**config.mk**
```make
export PLATFORM = sky130hd
export DESIGN_NAME = bbr_filter
export DESIGN_NICKNAME = d
export VERILOG_FILES = /design/src/rtl/bbr_pkg.sv /design/src/rtl/bbr_filter.sv
export SDC_FILE = /design/constraint.sdc
export NUM_CORES = 1
export LEC_CHECK = 0
export BUFFER_PORTS_ARGS = -buffer_cell sky130_fd_sc_hd__buf_2
export CORE_ASPECT_RATIO = 0.5
export CORE_MARGIN = 3
export CORE_UTILIZATION = 55
export CTS_CLUSTER_DIAMETER = 30
export DETAILED_ROUTE_END_ITERATION = 8
export GPL_ROUTABILITY_DRIVEN = 0
export GPL_TIMING_DRIVEN = 0
export MAX_ROUTING_LAYER = met4
export PLACE_DENSITY = 0.8
export SLEW_MARGIN = 20
export SYNTH_ARGS = -nofsm -noshare
export SYNTH_HDL_FRONTEND = slang
export SYNTH_SLANG_ARGS = --single-unit
```
**constraint.sdc**
```tcl
create_clock -name aclk -period 8.15 [get_ports aclk]
set_input_delay 1.63 -clock aclk [delete_from_list [all_inputs] [get_ports aclk]]
set_output_delay 1.63 -clock aclk [all_outputs]
set_load 0.005 [all_outputs]
```
**src/rtl/bbr_pkg.sv**
```systemverilog
// box blur package: pixel and line-store types, control structs, register codes
// and constants shared by the front end, the filter pipeline and the top level
// no dependencies
package bbr_pkg;

    localparam int MAX_WIDTH_DEF = 1024;
    localparam int ROW_W         = 12;
    localparam int HEIGHT_W      = 13;
    localparam int CFG_W         = 13;
    localparam int CFG_WIDTH_W   = 11;
    localparam int DIM_MIN       = 3;
    localparam int HEIGHT_MAX    = 4096;
    localparam int WIDTH_RESET   = 640;
    localparam int HEIGHT_RESET  = 480;

    // nine 8-bit values sum to at most 2295
    localparam int SUM_W       = 12;
    // floor(s / 9) == (s * 7282) >> 16 for every s below 2296
    localparam int RECIP_W     = 13;
    localparam int RECIP_SHIFT = 16;
    localparam logic [RECIP_W-1:0] RECIP9 = 13'd7282;

    typedef enum logic {
        REG_IMAGE_WIDTH  = 1'b0,
        REG_IMAGE_HEIGHT = 1'b1
    } bbr_reg_t;

    typedef enum logic {
        MODE_PIXEL = 1'b0,
        MODE_FLUSH = 1'b1
    } bbr_mode_t;

    typedef struct packed {
        logic [7:0] blue;
        logic [7:0] green;
        logic [7:0] red;
    } rgb_t;

    // one line-store entry: older line and newer line of the same column
    typedef struct packed {
        rgb_t top;
        rgb_t mid;
    } line_pair_t;

    // per-beat control traveling from the front end into the filter pipeline
    typedef struct packed {
        logic is_pixel;
        logic emit;
        logic use_mean;
        logic frame_end;
        logic top_sel;
    } bbr_ctl_t;

    // filter pipeline status seen by the front end
    typedef struct packed {
        logic ready;
        logic pixel_busy;
    } bbr_fil_stat_t;

endpackage

```
**src/rtl/bbr_filter.sv**
```systemverilog
// filter pipeline: line-store read-modify-write, 3x3 window, channel sums,
// divide by nine and the output register; uses bbr_pkg
module bbr_filter import bbr_pkg::*; #(
    parameter int MAX_WIDTH = MAX_WIDTH_DEF,
    localparam int COL_W = $clog2(MAX_WIDTH)
) (
    input  logic             aclk,
    input  logic             aresetn,
    input  logic             item_valid,
    input  bbr_ctl_t         item_ctl,
    input  rgb_t             item_px,
    input  logic [COL_W-1:0] item_col,
    output bbr_fil_stat_t    stat,
    input  line_pair_t       rd_data,
    output logic             wr_en,
    output logic [COL_W-1:0] wr_addr,
    output line_pair_t       wr_data,
    output logic             m_valid,
    input  logic             m_ready,
    output rgb_t             m_px,
    output logic             m_last
);

    function automatic logic [7:0] div9(input logic [SUM_W-1:0] s);
        logic [SUM_W+RECIP_W-1:0] p;
        p = (SUM_W+RECIP_W)'(s) * (SUM_W+RECIP_W)'(RECIP9);
        return p[RECIP_SHIFT+7:RECIP_SHIFT];
    endfunction

    // stage 1: line-store data arrives
    logic             s1_valid_reg, s1_valid_next;
    bbr_ctl_t         s1_ctl_reg;
    rgb_t             s1_px_reg;
    logic [COL_W-1:0] s1_col_reg;
    // stage 2: window holds the neighbourhood
    logic             s2_valid_reg, s2_valid_next;
    bbr_ctl_t         s2_ctl_reg;
    rgb_t             s2_flush_px_reg;
    // stage 3: sums ready for the divide
    logic             s3_valid_reg, s3_valid_next;
    logic [SUM_W-1:0] s3_sum_r_reg, s3_sum_g_reg, s3_sum_b_reg;
    rgb_t             s3_pass_reg;
    logic             s3_use_mean_reg;
    logic             s3_last_reg;
    // output register
    logic             out_valid_reg, out_valid_next;
    rgb_t             out_px_reg, out_px_next;
    logic             out_last_reg;

    rgb_t             win_reg [3][3];
    logic [SUM_W-1:0] sum_r, sum_g, sum_b;

    logic out_free, s3_adv, s3_free, s2_adv, s2_free, s1_adv, s1_free;

    always_comb begin
        out_free = !out_valid_reg || m_ready;
        s3_adv   = s3_valid_reg && out_free;
        s3_free  = !s3_valid_reg || s3_adv;
        s2_adv   = s2_valid_reg && s3_free;
        s2_free  = !s2_valid_reg || s2_adv;
        s1_adv   = s1_valid_reg && s2_free;
        s1_free  = !s1_valid_reg || s1_adv;

        stat.ready      = s1_free;
        stat.pixel_busy = s1_valid_reg && s1_ctl_reg.is_pixel;

        s1_valid_next  = item_valid ? 1'b1 : (s1_adv ? 1'b0 : s1_valid_reg);
        s2_valid_next  = s1_adv ? s1_ctl_reg.emit : (s2_adv ? 1'b0 : s2_valid_reg);
        s3_valid_next  = s2_adv ? 1'b1 : (s3_adv ? 1'b0 : s3_valid_reg);
        out_valid_next = s3_adv ? 1'b1 : (m_ready ? 1'b0 : out_valid_reg);
    end

    assign wr_en       = s1_adv && s1_ctl_reg.is_pixel;
    assign wr_addr     = s1_col_reg;
    assign wr_data.top = rd_data.mid;
    assign wr_data.mid = s1_px_reg;

    always_comb begin
        sum_r = '0;
        sum_g = '0;
        sum_b = '0;
        for (int i = 0; i < 3; i++) begin
            for (int j = 0; j < 3; j++) begin
                sum_r = sum_r + SUM_W'(win_reg[i][j].red);
                sum_g = sum_g + SUM_W'(win_reg[i][j].green);
                sum_b = sum_b + SUM_W'(win_reg[i][j].blue);
            end
        end
    end

    always_comb begin
        if (s3_use_mean_reg) begin
            out_px_next.red   = div9(s3_sum_r_reg);
            out_px_next.green = div9(s3_sum_g_reg);
            out_px_next.blue  = div9(s3_sum_b_reg);
        end else begin
            out_px_next = s3_pass_reg;
        end
    end

    always_ff @(posedge aclk) begin
        if (!aresetn) begin
            s1_valid_reg  <= 1'b0;
            s2_valid_reg  <= 1'b0;
            s3_valid_reg  <= 1'b0;
            out_valid_reg <= 1'b0;
        end else begin
            s1_valid_reg  <= s1_valid_next;
            s2_valid_reg  <= s2_valid_next;
            s3_valid_reg  <= s3_valid_next;
            out_valid_reg <= out_valid_next;
        end
    end

    always_ff @(posedge aclk) begin
        if (!aresetn) begin
            for (int i = 0; i < 3; i++) begin
                for (int j = 0; j < 3; j++) begin
                    win_reg[i][j] <= '0;
                end
            end
        end else if (s1_adv && s1_ctl_reg.is_pixel) begin
            for (int k = 0; k < 3; k++) begin
                win_reg[k][0] <= win_reg[k][1];
                win_reg[k][1] <= win_reg[k][2];
            end
            win_reg[0][2] <= rd_data.top;
            win_reg[1][2] <= rd_data.mid;
            win_reg[2][2] <= s1_px_reg;
        end
    end

    always_ff @(posedge aclk) begin
        if (item_valid) begin
            s1_ctl_reg <= item_ctl;
            s1_px_reg  <= item_px;
            s1_col_reg <= item_col;
        end
        if (s1_adv) begin
            s2_ctl_reg      <= s1_ctl_reg;
            s2_flush_px_reg <= s1_ctl_reg.top_sel ? rd_data.top : rd_data.mid;
        end
        if (s2_adv) begin
            s3_sum_r_reg    <= sum_r;
            s3_sum_g_reg    <= sum_g;
            s3_sum_b_reg    <= sum_b;
            s3_pass_reg     <= s2_ctl_reg.is_pixel ? win_reg[1][1] : s2_flush_px_reg;
            s3_use_mean_reg <= s2_ctl_reg.is_pixel && s2_ctl_reg.use_mean;
            s3_last_reg     <= s2_ctl_reg.frame_end;
        end
        if (s3_adv) begin
            out_px_reg   <= out_px_next;
            out_last_reg <= s3_last_reg;
        end
    end

    assign m_valid = out_valid_reg;
    assign m_px    = out_px_reg;
    assign m_last  = out_last_reg;

endmodule

```
==> flow_metrics.py, run 1 <==
metrics = {
    "cts": {
        "path_clk_slew_ns": 0.07,
        "cts.path.max_buffers": 3,
        "cts_root_buf": "clkbuf_16",
        "postCtsHoldBufs": 0,
        "htree_levels": 2,
        "cts_sinks": 373,
        "clk_latency_ns": 0.60,
        "cts_setup_buffers": 0,
        "cts_buffers": 53,
        "cts_tree": "done",
        "cts_resized": 0,
    },
    "setup_path": {
        "cp_num_cells": 18,
        "r2r_slack_ns": 2.90,
        "reg2reg_depth": 18,
        "arrival_ns": 5.60,
        "r2r-start": "s3_sum_g_reg[1]",
        "worstSetupEndpoint": "m_px[11]",
        "cp_top_family": "adder cells",
        "worstSetupPathType": "reg -> reg",
        "crit_path_frequent_cell": "inv_1",
        "path_cells": "inv_1 -> fa_1 -> inv_1 -> ha_1 -> inv_1 -> fa_1 -> inv_1 -> fa_1 -> inv_1 -> fa_1 -> inv_1 -> ha_1 -> nand2_1 -> o21ai_0 -> a211oi_1 -> o21ai_0 -> xor2_1 -> mux2_2",
        "max_stage_delay_ns": 0.57,
        "required_ns": 8.50,
        "crit_buf_inv": 6,
        "slowest_stage": "a211oi_1",
        "startpoint": "s3_sum_g_reg[1]",
        "cp-start-kind": "flip-flop",
        "end_kind": "flip-flop",
        "critPathMaxFanout": 5,
        "timing.rr.end": "m_px[11]",
    },
    "placement": {
        "dp_hpwl_um": 45740,
        "port_buffers": 176,
    },
    "yosys": {
        "synth_area_um2": 25330,
        "async_reset_ff_frac": 0,
        "ys.flop_type": "edfxtp_1",
        "synth_edf_count": 369,
        "avgSynthCellArea_um2": 12.87,
        "ys_warn_count": 0,
        "ys_ff_latch": 373,
        "synth.distinct_cells": 61,
        "syn_inst": 1968,
        "ys_seq_area_frac": 0.4406,
        "syn_nets": 2547,
    },
    "timing": {
        "grt_setup_unrepaired": "false",
        "max-slew-margin-rel": 0.2419,
        "fmax_mhz": 190.6,
        "hold_violations": 0,
        "finalMaxSlewViolations": 0,
        "setup_violations": 0,
        "skew_ns": 0.03263,
        "tightest_slew_ns": 1.137,
        "setup_tns_ns": 0,
        "fin_crit_sh": 0.6437,
        "fin_crit_ns": 5.247,
    },
    "floorplan": {
        "ios": 178,
        "core-area_um2": 44530,
        "fp.dieArea_um2": 48830,
        "rows": 54,
        "die_h_um": 157.8,
        "die_width_um": 309.5,
        "start_util": 0.5690,
    },
    "global_route": {
        "antenna_found_initial": 2,
        "grtUsageTotal": 0.2612,
        "grt_max_degree": 59,
        "grt_pass1_wl_um": 93700,
        "grt_overflow_total": 0,
        "grt_pass1_vias": 16880,
    },
    "drt": {
        "wl_per_cell_um": 21.43,
        "wirelength_um": 60840,
        "drc": 0,
        "dr.pass1.iters": 5,
        "viasPerCell": 5.695,
        "ant_nets": 0,
        "dr_total_vias": 16170,
        "drt_first_iter_violations": 1991,
    },
    "cells_and_area": {
        "final_common_cell": "inv_1",
        "syn_to_final_growth_pct": 14.45,
        "nets": 2785,
        "drive_gt1_frac": 0.1645,
        "mostFrequentLayoutCells": "381 x inv_1, 369 x edfxtp_1, 249 x fa_1, 239 x ha_1, 222 x and3_1",
        "largest_reg_flops": 216,
    },
    "hold_path": {
        "hold_path_class": "reg -> reg",
    },
    "status": {
        "outcome": "complete, no violations",
    },
    "run": {
        "cap_viol_max_count": 0,
    },
}
[Yosys cell counts (all sizes together), types with 3 or more instances]
library cell / n / area share
o21bai: 7 / 0.0021
o21ai: 23 / 0.0045
a211oi: 6 / 0.0018
nor2: 38 / 0.0056
nand4: 13 / 0.0035
xnor2: 27 / 0.0093
fa: 249 / 0.20
dfxtp: 4 / 0.0032
nand2: 32 / 0.0047
nor2b: 10 / 0.0025
o41ai: 5 / 0.0017
nand3: 14 / 0.0028
xor2: 20 / 0.0069
clkbuf: 60 / 0.0089
and3: 222 / 0.055
buf: 26 / 0.0076
nor4: 3 / 0.00074
ha: 239 / 0.12
o211ai: 9 / 0.0029
o21a: 14 / 0.0041
nand2b: 3 / 0.00074
a21boi: 3 / 0.00089
and2: 6 / 0.0015
a31oi: 5 / 0.0015
edfxtp: 369 / 0.44
mux2: 57 / 0.025
nor3: 15 / 0.0030
or3b: 3 / 0.0010
a21oi: 42 / 0.0084
a221oi: 3 / 0.0010
inv: 381 / 0.056
a21o: 28 / 0.0083
o31ai: 7 / 0.0028
[area by class of cell]
class | instances | area [um2]
Multi-Input combinational cell | 1127 | 12350
Sequential cell | 373 | 11160
Antenna cell | 2 | 5.005
Tap cell | 588 | 735.7
Inverter | 382 | 1434
Timing Repair Buffer | 183 | 1066
Clock buffer | 58 | 1345
Fill cell | 3019 | 15530
Buffer | 86 | 417.9
Clock inverter | 40 | 481.7
[per-stage QoR]
step	area [um2]	util	std cells	setup WS (ns)	hold slack (ns)
floorplan	25330	-	1968	0.1552	0.4003
global placement	26950	0.6053	2732	-2.343	0.4036
detailed placement	27160	0.6100	2739	3.031	0.4119
CTS	28990	0.6511	2837	2.982	0.4343
global route	28990	0.6512	2839	2.663	0.4354
finish	28990	0.6512	2839	2.904	0.4297
[worst reg2reg max path, delay by kind of cell (launching register included)]
kind	cells	cell delay (ns)
xor gates and xnor gates	1	0.21
DFF	1	0.40
and+or+nand+nor	1	0.11
adders and majority gates	6	2.65
buffers and inverters	6	0.39
muxes	1	0.28
AOI/OAI and AO/OA	3	0.96
[how the worst min path moves through the flow]
stage	startpoint	endpoint	slack, ns	depth (start not counted)
after global routing	s3_last_reg	m_last	0.44	0
after global placement	s3_last_reg	m_last	0.40	0
after detailed placement	s3_last_reg	m_last	0.41	0
after CTS	s3_last_reg	m_last	0.43	0
final	s3_last_reg	m_last	0.43	0
after floorplan	s3_last_reg	m_last	0.40	0
[layer usage]
| metal | vias to the layer above | global-route usage | wire length [um] |
|---|---|---|---|
| li1 | 7221 | - | - |
| met1 | 8027 | 0.3473 | 25270 |
| met2 | 774 | 0.3977 | 27300 |
| met3 | 146 | 0.06725 | 6256 |
| met4 | 0 | 0.08356 | 2008 |
| met5 | - | - | 0 |
[kinds of logic (layout without fill, tap and decap cells)]
logic type,after synthesis,after routing,synth area share
XOR/XNOR,47,47,0.01625
other,0,2,0
multiplexers,57,57,0.02534
adder cells (fa/ha/maj),488,488,0.3148
AO/OA/AOI/OAI,171,171,0.04707
buffers and inverters,468,749,0.07310
flip-flops,373,373,0.4406
AND/OR/NAND/NOR,364,364,0.08288
Power of run 1 is left out: the tool's default activity adds up to more than one toggle a clock period on the data nets, which glitch-free logic cannot reach.
==> run 2, diff against run 1 <==
==> constraint.sdc (replaced) <==
create_clock -name aclk -period 4.8 [get_ports aclk]
set_input_delay 0.96 -clock aclk [delete_from_list [all_inputs] [get_ports aclk]]
set_output_delay 0.96 -clock aclk [all_outputs]
set_load 0.005 [all_outputs]
==> flow_metrics.py, run 2 (synthesis gave the netlist of run 1 again) <==
metrics = {
    "global_route": {
        "grt_pass1_wl_um": 96360,
        "grt_overflow_total": 0,
        "grtUsageTotal": 0.2699,
        "antenna_found_initial": 2,
        "grt_pass1_vias": 17150,
        "grt_max_degree": 61,
    },
    "cells_and_area": {
        "nets": 2833,
        "syn_to_final_growth_pct": 18.29,
        "instances_no_fill": 2893,
        "fillCellCount": 2788,
        "mostFrequentLayoutCells": "369 x edfxtp_1, 362 x inv_1, 241 x fa_1, 222 x and3_1, 216 x ha_1",
        "drive_gt1_frac": 0.2183,
        "final_common_cell": "edfxtp_1",
        "largest_reg_flops": 216,
    },
    "timing": {
        "tightest_slew_ns": 1.132,
        "fmax_mhz": 201.7,
        "grt_setup_unrepaired": "true",
        "fin_crit_sh": 1.033,
        "finalWorstSetupSlack_ns": -0.1574,
        "hold_violations": 0,
        "finalMaxSlewViolations": 0,
        "fin_crit_ns": 4.957,
        "skew_ns": 0.03358,
        "setup_violations": 1,
        "max-slew-margin-rel": 0.2453,
    },
    "setup_path": {
        "arrival_ns": 5.30,
        "r2r_slack_ns": -0.16,
        "startpoint": "s3_sum_g_reg[6]",
        "end_kind": "flip-flop",
        "critPathMaxFanout": 6,
        "cp-start-kind": "flip-flop",
        "r2r-start": "s3_sum_g_reg[6]",
        "worstSetupPathType": "reg -> reg",
        "reg2reg_depth": 17,
        "required_ns": 5.15,
        "timing.rr.end": "m_px[15]",
    },
    "hold_path": {
        "hold_start": "s3_last_reg",
        "min_path_cells": 0,
        "hold_path_class": "reg -> reg",
        "holdPathEnd": "m_last",
    },
    "placement": {
        "place_inst": 2739,
        "dp_hpwl_um": 46700,
        "port_buffers": 176,
    },
    "floorplan": {
        "die_width_um": 309.5,
        "die_h_um": 157.8,
        "rows": 54,
        "ios": 178,
        "start_util": 0.5690,
        "core-area_um2": 44530,
        "fp.dieArea_um2": 48830,
    },
    "cts": {
        "cts_sinks": 373,
        "cts_root_buf": "clkbuf_16",
        "postCtsHoldBufs": 0,
        "path_clk_slew_ns": 0.06,
        "clk_latency_ns": 0.63,
        "cts_tree": "done",
        "htree_levels": 2,
        "cts_buffers": 58,
        "cts.path.max_buffers": 3,
    },
    "drt": {
        "dr.pass1.iters": 5,
        "drt_first_iter_violations": 2179,
        "wirelength_um": 65230,
        "dr_total_vias": 16830,
        "drc": 0,
        "viasPerCell": 5.816,
        "wl_per_cell_um": 22.55,
        "ant_nets": 0,
    },
    "run": {
        "cap_viol_max_count": 0,
    },
    "status": {
        "violations": "negative setup slack",
        "outcome": "finished with violations",
    },
}
-- run 2: cell types whose count changed in the layout (fill, tap and decap cells not counted), moves of 8 or more --
cell | before | now
fa_2 | 0 | 8
fa_1 | 249 | 241
ha_4 | 0 | 20
inv_2 | 0 | 19
buf_4 | 25 | 67
inv_1 | 381 | 362
ha_1 | 239 | 216
-- run 2: routing by layer --
| layer | up-vias | wire length, um | GRT usage |
|---|---|---|---|
| met1 | 8404 | 26160 | 0.3557 |
| met4 | 0 | 2663 | 0.09463 |
| met3 | 206 | 6368 | 0.06096 |
| met2 | 907 | 30040 | 0.4175 |
| li1 | 7308 | - | - |
| met5 | - | 0 | - |
-- run 2: cell type report --
type | count | area (um2) | area share
Buffer | 86 | 417.9 | 0.01395
Tap cell | 588 | 735.7 | 0.02455
Multi-Input combinational cell | 1127 | 12840 | 0.4284
Antenna cell | 1 | 2.502 | 0.00008351
Timing Repair Buffer | 226 | 1393 | 0.04647
Inverter | 382 | 1434 | 0.04785
Clock buffer | 65 | 1478 | 0.04931
Sequential cell | 373 | 11160 | 0.3724
Clock inverter | 45 | 509.2 | 0.01699
-- run 2: worst max path at each step --
stage	endpoint	slack [ns]	depth (start not counted)
CTS	m_px[15]	-0.13	19
finish	m_px[15]	-0.16	17
floorplan	win_reg[0][0]	0.05	5
global route	m_px[15]	-0.28	16
global placement	win_reg[0][47]	-1.54	6
detailed placement	m_px[15]	-0.41	18
-- run 2: stage by stage --
| step | utilization | area, um2 | hold slack [ns] | TNS [ns] | setup WS [ns] |
|---|---|---|---|---|---|
| after floorplan | - | 25340 | 0.4003 | 0 | 0.04892 |
| after global placement | 0.6053 | 26950 | 0.4037 | -390.30 | -1.541 |
| after detailed placement | 0.6100 | 27160 | 0.4054 | -2.374 | -0.4141 |
| after CTS | 0.6610 | 29430 | 0.4243 | -0.2032 | -0.1323 |
| after global routing | 0.6730 | 29970 | 0.4407 | -0.5862 | -0.2832 |
| final | 0.6730 | 29970 | 0.4269 | -0.1574 | -0.1574 |
-- run 2: repair_timing --
| item | in CTS | in global routing |
|---|---|---|
| endpoints found under the setup margin | 18 | 28 |
| setup buffers | 14 | 30 |
| gates resized for setup | 37 | 64 |
| pin swaps | 10 | 37 |
-- run 2: worst max-delay path, cell delays in order, from the launching register on --
cell,delay [ns]
edfxtp_1,0.46
inv_1,0.15
fa_1,0.56
inv_1,0.04
ha_1,0.32
ha_1,0.30
fa_1,0.48
inv_1,0.05
fa_1,0.48
inv_1,0.05
ha_1,0.38
nand4_1,0.22
nor4_4,0.22
a211oi_2,0.06
buf_4,0.17
o211ai_1,0.33
xnor2_2,0.13
mux2_4,0.29
Power of run 2 is left out for the same reason.
