**config.mk**
```make
export PLATFORM = sky130hd
export DESIGN_NAME = bbr_front
export DESIGN_NICKNAME = d
export VERILOG_FILES = /design/src/rtl/bbr_pkg.sv /design/src/rtl/bbr_front.sv
export SDC_FILE = /design/constraint.sdc
export NUM_CORES = 1
export LEC_CHECK = 0
export ABC_CLOCK_PERIOD_IN_PS = 6700
export BUFFER_PORTS_ARGS = -buffer_cell sky130_fd_sc_hd__buf_4
export CORE_MARGIN = 3
export CORE_UTILIZATION = 35
export DETAILED_ROUTE_END_ITERATION = 10
export GPL_ROUTABILITY_DRIVEN = 0
export REMOVE_ABC_BUFFERS = 1
export SLEW_MARGIN = 20
export SYNTH_ARGS = -nofsm -noshare
export SYNTH_HDL_FRONTEND = slang
export SYNTH_SLANG_ARGS = --single-unit
```
**constraint.sdc**
```tcl
create_clock -name aclk -period 6.7 [get_ports aclk]
set_clock_uncertainty 0.2 [all_clocks]
set_input_delay 0.67 -clock aclk [delete_from_list [all_inputs] [get_ports aclk]]
set_output_delay 0.67 -clock aclk [all_outputs]
set_load 0.03 [all_outputs]
```
**src/rtl/bbr_pkg.sv**
```systemverilog
// box blur package: pixel and line-store types, control structs, register codes
// and constants shared by the front end, the filter pipeline and the top level
// no dependencies
package bbr_pkg;

    localparam int MAX_WIDTH_DEF = 1024;
    localparam int ROW_W         = 12;
    localparam int HEIGHT_W      = 13;
    localparam int CFG_W         = 13;
    localparam int CFG_WIDTH_W   = 11;
    localparam int DIM_MIN       = 3;
    localparam int HEIGHT_MAX    = 4096;
    localparam int WIDTH_RESET   = 640;
    localparam int HEIGHT_RESET  = 480;

    // nine 8-bit values sum to at most 2295
    localparam int SUM_W       = 12;
    // floor(s / 9) == (s * 7282) >> 16 for every s below 2296
    localparam int RECIP_W     = 13;
    localparam int RECIP_SHIFT = 16;
    localparam logic [RECIP_W-1:0] RECIP9 = 13'd7282;

    typedef enum logic {
        REG_IMAGE_WIDTH  = 1'b0,
        REG_IMAGE_HEIGHT = 1'b1
    } bbr_reg_t;

    typedef enum logic {
        MODE_PIXEL = 1'b0,
        MODE_FLUSH = 1'b1
    } bbr_mode_t;

    typedef struct packed {
        logic [7:0] blue;
        logic [7:0] green;
        logic [7:0] red;
    } rgb_t;

    // one line-store entry: older line and newer line of the same column
    typedef struct packed {
        rgb_t top;
        rgb_t mid;
    } line_pair_t;

    // per-beat control traveling from the front end into the filter pipeline
    typedef struct packed {
        logic is_pixel;
        logic emit;
        logic use_mean;
        logic frame_end;
        logic top_sel;
    } bbr_ctl_t;

    // filter pipeline status seen by the front end
    typedef struct packed {
        logic ready;
        logic pixel_busy;
    } bbr_fil_stat_t;

endpackage

```
**src/rtl/bbr_front.sv**
```systemverilog
// front end: configuration registers, raster position counters and drain state
// decides per input beat what enters the filter and issues the line-store read; uses bbr_pkg
module bbr_front import bbr_pkg::*; #(
    parameter int MAX_WIDTH = MAX_WIDTH_DEF,
    localparam int COL_W = $clog2(MAX_WIDTH)
) (
    input  logic             aclk,
    input  logic             aresetn,
    input  logic             s_valid,
    output logic             s_ready,
    input  logic             s_mode,
    input  rgb_t             s_px,
    input  logic             cfg_valid,
    output logic             cfg_ready,
    input  logic             cfg_index,
    input  logic [CFG_W-1:0] cfg_data,
    input  bbr_fil_stat_t    fil_stat,
    output logic             item_valid,
    output bbr_ctl_t         item_ctl,
    output rgb_t             item_px,
    output logic [COL_W-1:0] item_col,
    output logic             rd_en,
    output logic [COL_W-1:0] rd_addr
);

    localparam int WID_W = COL_W + 1;
    localparam int WIDTH_RST_I = (WIDTH_RESET > MAX_WIDTH) ? MAX_WIDTH : WIDTH_RESET;
    localparam logic [WID_W-1:0]    WIDTH_RST  = WID_W'(WIDTH_RST_I);
    localparam logic [HEIGHT_W-1:0] HEIGHT_RST = HEIGHT_W'(HEIGHT_RESET);

    logic [WID_W-1:0]    width_reg, width_next;
    logic [HEIGHT_W-1:0] height_reg, height_next;
    logic [COL_W-1:0]    in_col_reg, in_col_next;
    logic [COL_W-1:0]    out_col_reg, out_col_next;
    logic [ROW_W-1:0]    in_row_reg, in_row_next;
    logic [ROW_W-1:0]    out_row_reg, out_row_next;
    logic                draining_reg, draining_next;

    logic [CFG_W-1:0]    wv, wclamp, hv, hclamp;
    logic                is_flush, accept, restart;
    logic [COL_W-1:0]    ic, oc;
    logic [ROW_W-1:0]    ir, orow;
    logic                ic_last, ir_last, oc_last, or_last;
    logic                produce, border, top_sel;

    assign cfg_ready = 1'b1;

    always_comb begin
        wv = CFG_W'(cfg_data[CFG_WIDTH_W-1:0]);
        if (wv < CFG_W'(DIM_MIN)) begin
            wclamp = CFG_W'(DIM_MIN);
        end else if (wv > CFG_W'(MAX_WIDTH)) begin
            wclamp = CFG_W'(MAX_WIDTH);
        end else begin
            wclamp = wv;
        end
        hv = cfg_data;
        if (hv < CFG_W'(DIM_MIN)) begin
            hclamp = CFG_W'(DIM_MIN);
        end else if (hv > CFG_W'(HEIGHT_MAX)) begin
            hclamp = CFG_W'(HEIGHT_MAX);
        end else begin
            hclamp = hv;
        end
    end

    always_comb begin
        is_flush = (bbr_mode_t'(s_mode) == MODE_FLUSH);
        // a flush may read the column the last pixel is still about to write
        s_ready  = fil_stat.ready && !cfg_valid &&
                   !(is_flush && draining_reg && fil_stat.pixel_busy);
        accept   = s_valid && s_ready;
        restart  = draining_reg && !is_flush;

        ic   = restart ? '0 : in_col_reg;
        ir   = restart ? '0 : in_row_reg;
        oc   = restart ? '0 : out_col_reg;
        orow = restart ? '0 : out_row_reg;

        ic_last = (WID_W'(ic) + WID_W'(1)) >= width_reg;
        oc_last = (WID_W'(oc) + WID_W'(1)) >= width_reg;
        ir_last = (HEIGHT_W'(ir) + HEIGHT_W'(1)) >= height_reg;
        or_last = (HEIGHT_W'(orow) + HEIGHT_W'(1)) >= height_reg;
        top_sel = (HEIGHT_W'(orow) + HEIGHT_W'(2)) == height_reg;

        produce = (ir >= ROW_W'(2)) || ((ir == ROW_W'(1)) && (ic != '0));
        border  = (orow == '0) || or_last || (oc == '0) || oc_last;
    end

    always_comb begin
        width_next    = width_reg;
        height_next   = height_reg;
        in_col_next   = in_col_reg;
        in_row_next   = in_row_reg;
        out_col_next  = out_col_reg;
        out_row_next  = out_row_reg;
        draining_next = draining_reg;

        item_valid         = 1'b0;
        item_ctl.is_pixel  = 1'b1;
        item_ctl.emit      = produce;
        item_ctl.use_mean  = !border;
        item_ctl.frame_end = 1'b0;
        item_ctl.top_sel   = 1'b0;
        item_px            = s_px;
        item_col           = ic;
        rd_en              = 1'b0;
        rd_addr            = ic;

        if (cfg_valid) begin
            unique case (bbr_reg_t'(cfg_index))
                REG_IMAGE_WIDTH:  width_next  = wclamp[WID_W-1:0];
                REG_IMAGE_HEIGHT: height_next = hclamp[HEIGHT_W-1:0];
            endcase
            in_col_next   = '0;
            in_row_next   = '0;
            out_col_next  = '0;
            out_row_next  = '0;
            draining_next = 1'b0;
        end else if (accept) begin
            if (!is_flush) begin
                item_valid    = 1'b1;
                rd_en         = 1'b1;
                draining_next = ic_last && ir_last;
                if (ic_last) begin
                    in_col_next = '0;
                    in_row_next = ir_last ? '0 : ir + ROW_W'(1);
                end else begin
                    in_col_next = ic + COL_W'(1);
                    in_row_next = ir;
                end
                out_col_next = oc;
                out_row_next = orow;
                if (produce) begin
                    if (oc_last) begin
                        out_col_next = '0;
                        out_row_next = orow + ROW_W'(1);
                    end else begin
                        out_col_next = oc + COL_W'(1);
                    end
                end
            end else if (draining_reg) begin
                item_valid         = 1'b1;
                rd_en              = 1'b1;
                rd_addr            = oc;
                item_col           = oc;
                item_ctl.is_pixel  = 1'b0;
                item_ctl.emit      = 1'b1;
                item_ctl.use_mean  = 1'b0;
                item_ctl.frame_end = or_last && oc_last;
                item_ctl.top_sel   = top_sel;
                if (or_last && oc_last) begin
                    in_col_next   = '0;
                    in_row_next   = '0;
                    out_col_next  = '0;
                    out_row_next  = '0;
                    draining_next = 1'b0;
                end else if (oc_last) begin
                    out_col_next = '0;
                    out_row_next = orow + ROW_W'(1);
                end else begin
                    out_col_next = oc + COL_W'(1);
                end
            end
        end
    end

    always_ff @(posedge aclk) begin
        if (!aresetn) begin
            width_reg    <= WIDTH_RST;
            height_reg   <= HEIGHT_RST;
            in_col_reg   <= '0;
            in_row_reg   <= '0;
            out_col_reg  <= '0;
            out_row_reg  <= '0;
            draining_reg <= 1'b0;
        end else begin
            width_reg    <= width_next;
            height_reg   <= height_next;
            in_col_reg   <= in_col_next;
            in_row_reg   <= in_row_next;
            out_col_reg  <= out_col_next;
            out_row_reg  <= out_row_next;
            draining_reg <= draining_next;
        end
    end

endmodule

```
==> metrics.md, run 1 <==
| Metric | Value |
|---|---|
| Top cell type's share of synthesized area | 22.12% |
| Hold Buf Count CTS | 0 |
| Gr usage total | 19.37% |
| Placed Area | 6456 µm² |
| CP endpoint | item_ctl[2] |
| DRT antenna net count | 0 |
| Worst-skew pair later-pin latency | 0.34 ns |
| Final Critical Period | 5.763 ns |
| Power Density | 157.5 nW/µm² |
| CP Class | reg2out |
| Hold Crit Class | reg2reg |
| Full die area | 19480 µm² |
| Worst-case register-to-register setup slack | 1.13 ns |
| Post-synth top cells | 77 x nand2_1, 69 x dfxtp_1, 57 x ha_1, 54 x a21oi_1, 49 x nor2_1 |
| Reg2reg start | draining_reg$_SDFFE_PP0P_ |
| Max Freq | 0.1735 GHz |
| Distinct cells, synth | 69 |
| Cell Area, Synth | 6246 µm² |
| H-Tree Depth | 3 |
| Aggregate routed wire length | 19190 µm |
| Status | completed |
| P&R area growth vs syn | 8.814% |
| Setup TNS | 0 ns |
| Initial DRT Pass Iterations | 6 |
| Post-CTS Repair Setup Buffers | 0 |
| Routed wire per std cell | 18.60 µm |
| Worst Reg2Reg Path Length in Cells | 16 |
| Crit start category | flip-flop |
| Num rows | 48 |
| CTS tree | yes |
| Largest family of logic cells by synthesized area | simple AND/OR/NAND/NOR gates |
| Fin. Hold Viols | 0 |
| Leak pwr | 2.841 nW |
| CP max FO | 20 |
| Most common cell in the netlist | nand2_1 |
| Post-synth EDFFs | 0 |
| Dominant cells by area after synthesis | dfxtp_1 22%, ha_1 11%, buf_4 4.7% |
| DR vias/cell | 5.836 |
| Reg2reg end | in_row_reg[11]$_SDFFE_PP0P_ |
| Adder-Cell Fraction of Synth Area | 11.42% |
| Max reg flops | 13 |
| Initial antenna violation count | 0 |
| Dominant synthesized flop cell | dfxtp_1 |
| Synthesized instance count | 821 |
| Max-cap violations | 0 |
| Initial DRC Count | 663 |
| Leading area contributor after synthesis | dfxtp_1 |
| Fin nets | 904 |
| Gr ovfl total | 0 |
| Root Driver | clkbuf_16 |
| Mux contribution to synthesized area | 0.3205% |
| DR vias | 6023 |
| Final worst setup slack | 0.9374 ns |
| Horiz. Die Dim | 139.6 µm |
| Worst Setup SP | draining_reg$_SDFFE_PP0P_ |
| Total CTS buffers | 9 |
| Synth Area in Simple Gates | 25.20% |
| Register bit total from synthesis | 69 |
| Total power | 1.071 mW |
| ANT cells | 0 |
| Crit path DAT | 4.89 ns |
| Sinks on Clock Net | 69 |
| Hpwl dp | 14730 µm |
| Clock tree buffer depth | 2 |
| Vias in the first global route | 5456 |
| IO Count | 98 |
| PostCTS Resize Cnt | 0 |
| Fillers | 1798 |
| Largest net degree at the start of global routing | 28 |
| Seq/Total Area, Yosys | 22.12% |
| Worst Hold Slack | 0.2732 ns |
| Max-slew headroom | 42.86% |
| Tightest Pin Transition | 0.8519 ns |
| Required time of the worst setup path | 5.83 ns |
| Slew Viols, Final | 0 |
| Synth async-reset ratio | 0% |
| RSZ-0062 raised after global routing | false |
| Core Region | 17360 µm² |
| # setup viols final | 0 |
| First-pass GRT wire length | 30440 µm |
| Starting density of the core | 35.99% |
| Layout cells sized above 1 | 10.90% |
| Compound-Gate Fraction of Synth Area | 23.80% |
| Synth Warn # | 0 |
| Worst setup EP type | primary output |
| XOR/XNOR Fraction of Synth Area | 6.591% |
| VDD IR max | 0.09880 mV |
| DRC | 0 |
| Clock slew at reported path FFs | 0.06 ns |
| Final instance area | 6797 µm² |
| Die Y | 139.6 µm |
| Final worst-path cycle share | 86.01% |
| Mean Syn Cell Area | 7.608 µm² |
| Buffers on Ports | 48 |
| Pre-CTS setup slack | 0.9919 ns |
## metrics by stage
stage | std cells | util, %
6_report | 1032 | 39.16
5_1_grt | 1032 | 39.16
4_1_cts | 1032 | 39.16
3_5_place_dp | 1016 | 37.20
3_3_place_gp | 1016 | 37.20
2_1_floorplan | 736 | -
## routing by layer
metal  part of all wire, %  global-route usage (%)  up-vias
met5                     0                  0.5013        -
met4                   2.4                   6.425        0
met3                   8.1                   5.361       37
met2                    43                   27.89      283
met1                    47                   27.84     2815
li1                      -                       -     2888
## how the worst min path moves through the flow
stage,slack [ns],to,cells after the start,from
global route,0.30,width_reg[9]$_SDFFE_PN1P_,2,width_reg[9]$_SDFFE_PN1P_
CTS,0.27,height_reg[7]$_SDFFE_PN1P_,2,height_reg[7]$_SDFFE_PN1P_
floorplan,0.24,height_reg[7]$_SDFFE_PN1P_,2,height_reg[7]$_SDFFE_PN1P_
global placement,0.26,height_reg[7]$_SDFFE_PN1P_,2,height_reg[7]$_SDFFE_PN1P_
finish,0.27,width_reg[9]$_SDFFE_PN1P_,2,width_reg[9]$_SDFFE_PN1P_
detailed placement,0.26,height_reg[7]$_SDFFE_PN1P_,2,height_reg[7]$_SDFFE_PN1P_
## area by class of cell
class / instances / area (µm²) / share of cell area, %
multi-input combinational: 624 / 4219 / 62.08
sequential: 69 / 1381 / 20.32
timing repair buffer: 55 / 412.9 / 6.075
tap: 225 / 281.5 / 4.142
clock buffer: 10 / 229.0 / 3.369
inverter: 43 / 161.4 / 2.375
clock inverter: 6 / 111.4 / 1.638
## cells by family (layout without fill, tap and decap cells)
logic type                 after synthesis  count (layout)
AOI/OAI and AO/OA                      216             216
xor gates and xnor gates                47              47
adders and majority gates               57              57
buffers and inverters                  128             114
DFF                                     69              69
muxes                                    2               2
other                                    1               1
and+or+nand+nor                        301             301
## cells in the final DEF, fill, tap and decap left out, types with 4 or more instances in the layout
cell	instances
a211oi_1	7
a21o_1	17
a21oi_1	54
a22o_1	19
a22oi_1	17
a31oi_1	8
and2_1	16
and3_1	14
and4_1	4
buf_4	55
clkbuf_16	9
dfxtp_1	69
ha_1	57
inv_1	43
nand2_1	77
nand2b_1	7
nand3_1	36
nand4_1	20
nor2_1	49
nor2b_1	21
nor3_1	17
nor4_1	12
o211ai_1	5
o21a_1	4
o21ai_0	38
o2bb2ai_1	4
o31ai_1	4
or3_1	6
xnor2_1	25
xor2_1	22
## critical path: stages, from the launching register on
cell and delay [ns]:
dfxtp_1 0.44, nand2b_2 0.41, buf_4 0.31, and2_1 0.16
ha_1 0.20, and3_1 0.29, nand3_1 0.21, nor3_1 0.44
xor2_1 0.23, ha_1 0.27, a21o_1 0.18, a211oi_1 0.22
o21ai_0 0.10, a21oi_1 0.57, and4_1 0.32, buf_4 0.17
## power by group
group	internal (mW)	switching (mW)	total [mW]	leakage, nW
registers	0.417	0.00632	0.423	0.558
logic	0.0333	0.0592	0.0925	2.12
clock network	0.364	0.192	0.555	0.163
Power figures use the tool's default switching activity.
==> run 2, diff against run 1 <==
==> constraint.sdc (replaced) <==
create_clock -name aclk -period 6.7 [get_ports aclk]
set_clock_uncertainty 0.2 [all_clocks]
set_input_delay 0.335 -clock aclk [delete_from_list [all_inputs] [get_ports aclk]]
set_output_delay 0.335 -clock aclk [all_outputs]
set_load 0.03 [all_outputs]
==> metrics.md, run 2 (synthesized netlist as in run 1, its figures left out) <==
| Metric | Value |
|---|---|
| Total power | 0.9747 mW (-9.0%) |
| CP most frequent cell | ha_1 |
| Worst Reg2Reg Path Length in Cells | 16 (unchanged) |
| Worst hold stages | 3 (+1) |
| DR vias/cell | 5.766 (-1.2%) |
| Initial antenna violation count | 0 (unchanged) |
| Max incr delay on CP | 0.63 ns (+0.06 ns) |
| Aggregate routed wire length | 19040 µm (-0.80%) |
| Vias in the first global route | 5408 (-0.88%) |
| Buffers on Ports | 48 (unchanged) |
| PostCTS Resize Cnt | 0 (unchanged) |
| Fin nets | 902 (-0.22%) |
| Hold Crit Class | in2reg |
| Routed wire per std cell | 18.48 µm (-0.60%) |
| Sinks on Clock Net | 69 (unchanged) |
| Gr ovfl total | 0 (unchanged) |
| Full die area | 19480 µm² (unchanged) |
| Starting density of the core | 35.99% (unchanged) |
| P&R area growth vs syn | 7.572% |
| Max-cap violations | 0 (unchanged) |
| Commonest non-fill, non-tap cell in the layout | nand2_1 |
| Family with the most delay on the worst path | compound AO/OA/AOI/OAI gates |
| Fin. Hold Viols | 0 (unchanged) |
| First-pass GRT wire length | 30170 µm (-0.88%) |
| Num rows | 48 (unchanged) |
| Root Driver | clkbuf_16 |
| CP Class | reg2reg |
| Largest net degree at the start of global routing | 33 (+18%) |
| Worst-skew pair later-pin latency | 0.35 ns (about the same) |
| H-Tree Depth | 3 (unchanged) |
| Hold worst-path end | height_reg[8]$_SDFFE_PN1P_ |
| Reg2reg start | draining_reg$_SDFFE_PP0P_ |
| Core Region | 17360 µm² (unchanged) |
| Post-CTS Repair Setup Buffers | 0 (unchanged) |
| Worst setup EP type | flip-flop |
| Worst path slowest cell | a31oi_1 |
| Crit path buf inv count | 1 (-1) |
| Layout cells sized above 1 | 10.68% (-0.22 points) |
| VDD IR max | 0.1126 mV (+14%) |
| Hold Buf Count CTS | 0 (unchanged) |
| CTS tree | yes |
| Crit start category | flip-flop |
| Commonest cells after routing, fill and taps aside | 77 x nand2_1, 69 x dfxtp_1, 57 x ha_1 |
| IO Count | 98 (unchanged) |
| Clock slew at reported path FFs | 0.06 ns (about the same) |
| DR vias | 5939 (-1.4%) |
| Hpwl dp | 14530 µm (-1.3%) |
| Power Density | 145.1 nW/µm² (-7.9%) |
| Status | completed |
| Pre-CTS setup slack | 1.062 ns (+0.07016 ns) |
| Tightest Pin Transition | 0.8733 ns (+0.02142 ns) |
| Slew Viols, Final | 0 (unchanged) |
| Final worst setup slack | 1.281 ns (+0.3431 ns) |
| Worst-case register-to-register setup slack | 1.28 ns (+0.15 ns) |
| Crit path cell chain | nand2b_2, nand2_1, inv_1, ha_1, and3_1, nand3_1, nor3_1, xor2_1, ha_1, a21o_1, a211oi_1, o21ai_0, a21oi_1, o21ai_2, a31oi_1, a22o_1 |
| RSZ-0062 raised after global routing | false |
| DRC | 0 (unchanged) |
| Max reg flops | 13 (unchanged) |
| Setup TNS | 0 ns (unchanged) |
| ANT cells | 0 (unchanged) |
| Initial DRC Count | 550 (-17%) |
| Total CTS buffers | 9 (unchanged) |
| Required time of the worst setup path | 6.79 ns (+0.96 ns) |
| DRT antenna net count | 0 (unchanged) |
| CP max FO | 32 (+60%) |
| Initial DRT Pass Iterations | 5 (-1) |
| Leak pwr | 2.806 nW (-1.3%) |
| Gr usage total | 19.18% (-0.19 points) |
| Reg2reg end | in_row_reg[4]$_SDFFE_PP0P_ |
| Horiz. Die Dim | 139.6 µm (unchanged) |
| Max-slew headroom | 41.46% (-1.4 points) |
| Max Freq | 0.1845 GHz (+6.3%) |
| Die Y | 139.6 µm (unchanged) |
| Final worst-path cycle share | 80.89% (-5.1 points) |
| Beginning of the worst hold path | cfg_data[8] |
| # setup viols final | 0 (unchanged) |
| Crit path DAT | 5.51 ns (+0.62 ns) |
| Clock tree buffer depth | 2 (unchanged) |
| Final Critical Period | 5.419 ns (-0.3431 ns) |
-- run 2: changes by cell type in the layout (fill, tap and decap cells not counted) --
cell and delta:
clkinv_2 +1, clkbuf_8 +1, buf_4 -2, bufinv_16 -3, inv_6 +1
-- run 2: layer usage --
metal  track usage (%)  share of wire, %  vias up
met1             28.08                47     2781
met4             4.895               1.6        0
met2             28.09                43      250
met3             4.845               7.9       20
met5                 0                 0        -
li1                  -                 -     2888
-- run 2: metrics by stage --
stage	hold WS, ns	util, %	std cells	cell area (µm²)
final	0.03253	38.71	1030	6719
after floorplan	0.2068	-	736	5752
after CTS	0.02911	38.71	1030	6719
after detailed placement	0.2570	37.11	1014	6441
after global placement	0.2563	37.11	1014	6441
after global routing	0.03795	38.71	1030	6719
-- run 2: worst register-to-register path, stage by stage (launching register included) --
cell      delay, ns
dfxtp_1        0.42
nand2b_2       0.53
nand2_1        0.22
inv_1          0.10
ha_1           0.19
and3_1         0.29
nand3_1        0.22
nor3_1         0.51
xor2_1         0.20
ha_1           0.26
a21o_1         0.18
a211oi_1       0.21
o21ai_0        0.10
a21oi_1        0.53
o21ai_2        0.33
a31oi_1        0.63
a22o_1         0.24
-- run 2: final cells by class --
class                           instances  area (µm²)
Clock buffer                           11       242.7
Clock inverter                          5       35.03
Fill cell                            1792       10640
Inverter                               43       161.4
Multi-Input combinational cell        624        4219
Sequential cell                        69        1381
Tap cell                              225       281.5
Timing Repair Buffer                   53       397.9
-- run 2: worst max-delay path by stage --
stage | startpoint | endpoint | slack [ns] | cells after the start
global route | draining_reg$_SDFFE_PP0P_ | in_row_reg[3]$_SDFFE_PP0P_ | 0.76 | 16
CTS | draining_reg$_SDFFE_PP0P_ | in_row_reg[9]$_SDFFE_PP0P_ | 1.33 | 16
floorplan | draining_reg$_SDFFE_PP0P_ | item_ctl[1] | 1.89 | 13
finish | draining_reg$_SDFFE_PP0P_ | in_row_reg[4]$_SDFFE_PP0P_ | 1.28 | 16
global placement | s_mode | in_row_reg[8]$_SDFFE_PP0P_ | 1.21 | 17
detailed placement | s_mode | in_row_reg[11]$_SDFFE_PP0P_ | 1.06 | 17
-- run 2: power by group --
| group | leakage [nW] | internal (mW) | switching, mW |
|---|---|---|---|
| Sequential | 0.558 | 0.416 | 0.00617 |
| Combinational | 2.11 | 0.0330 | 0.0598 |
| Clock | 0.136 | 0.261 | 0.198 |
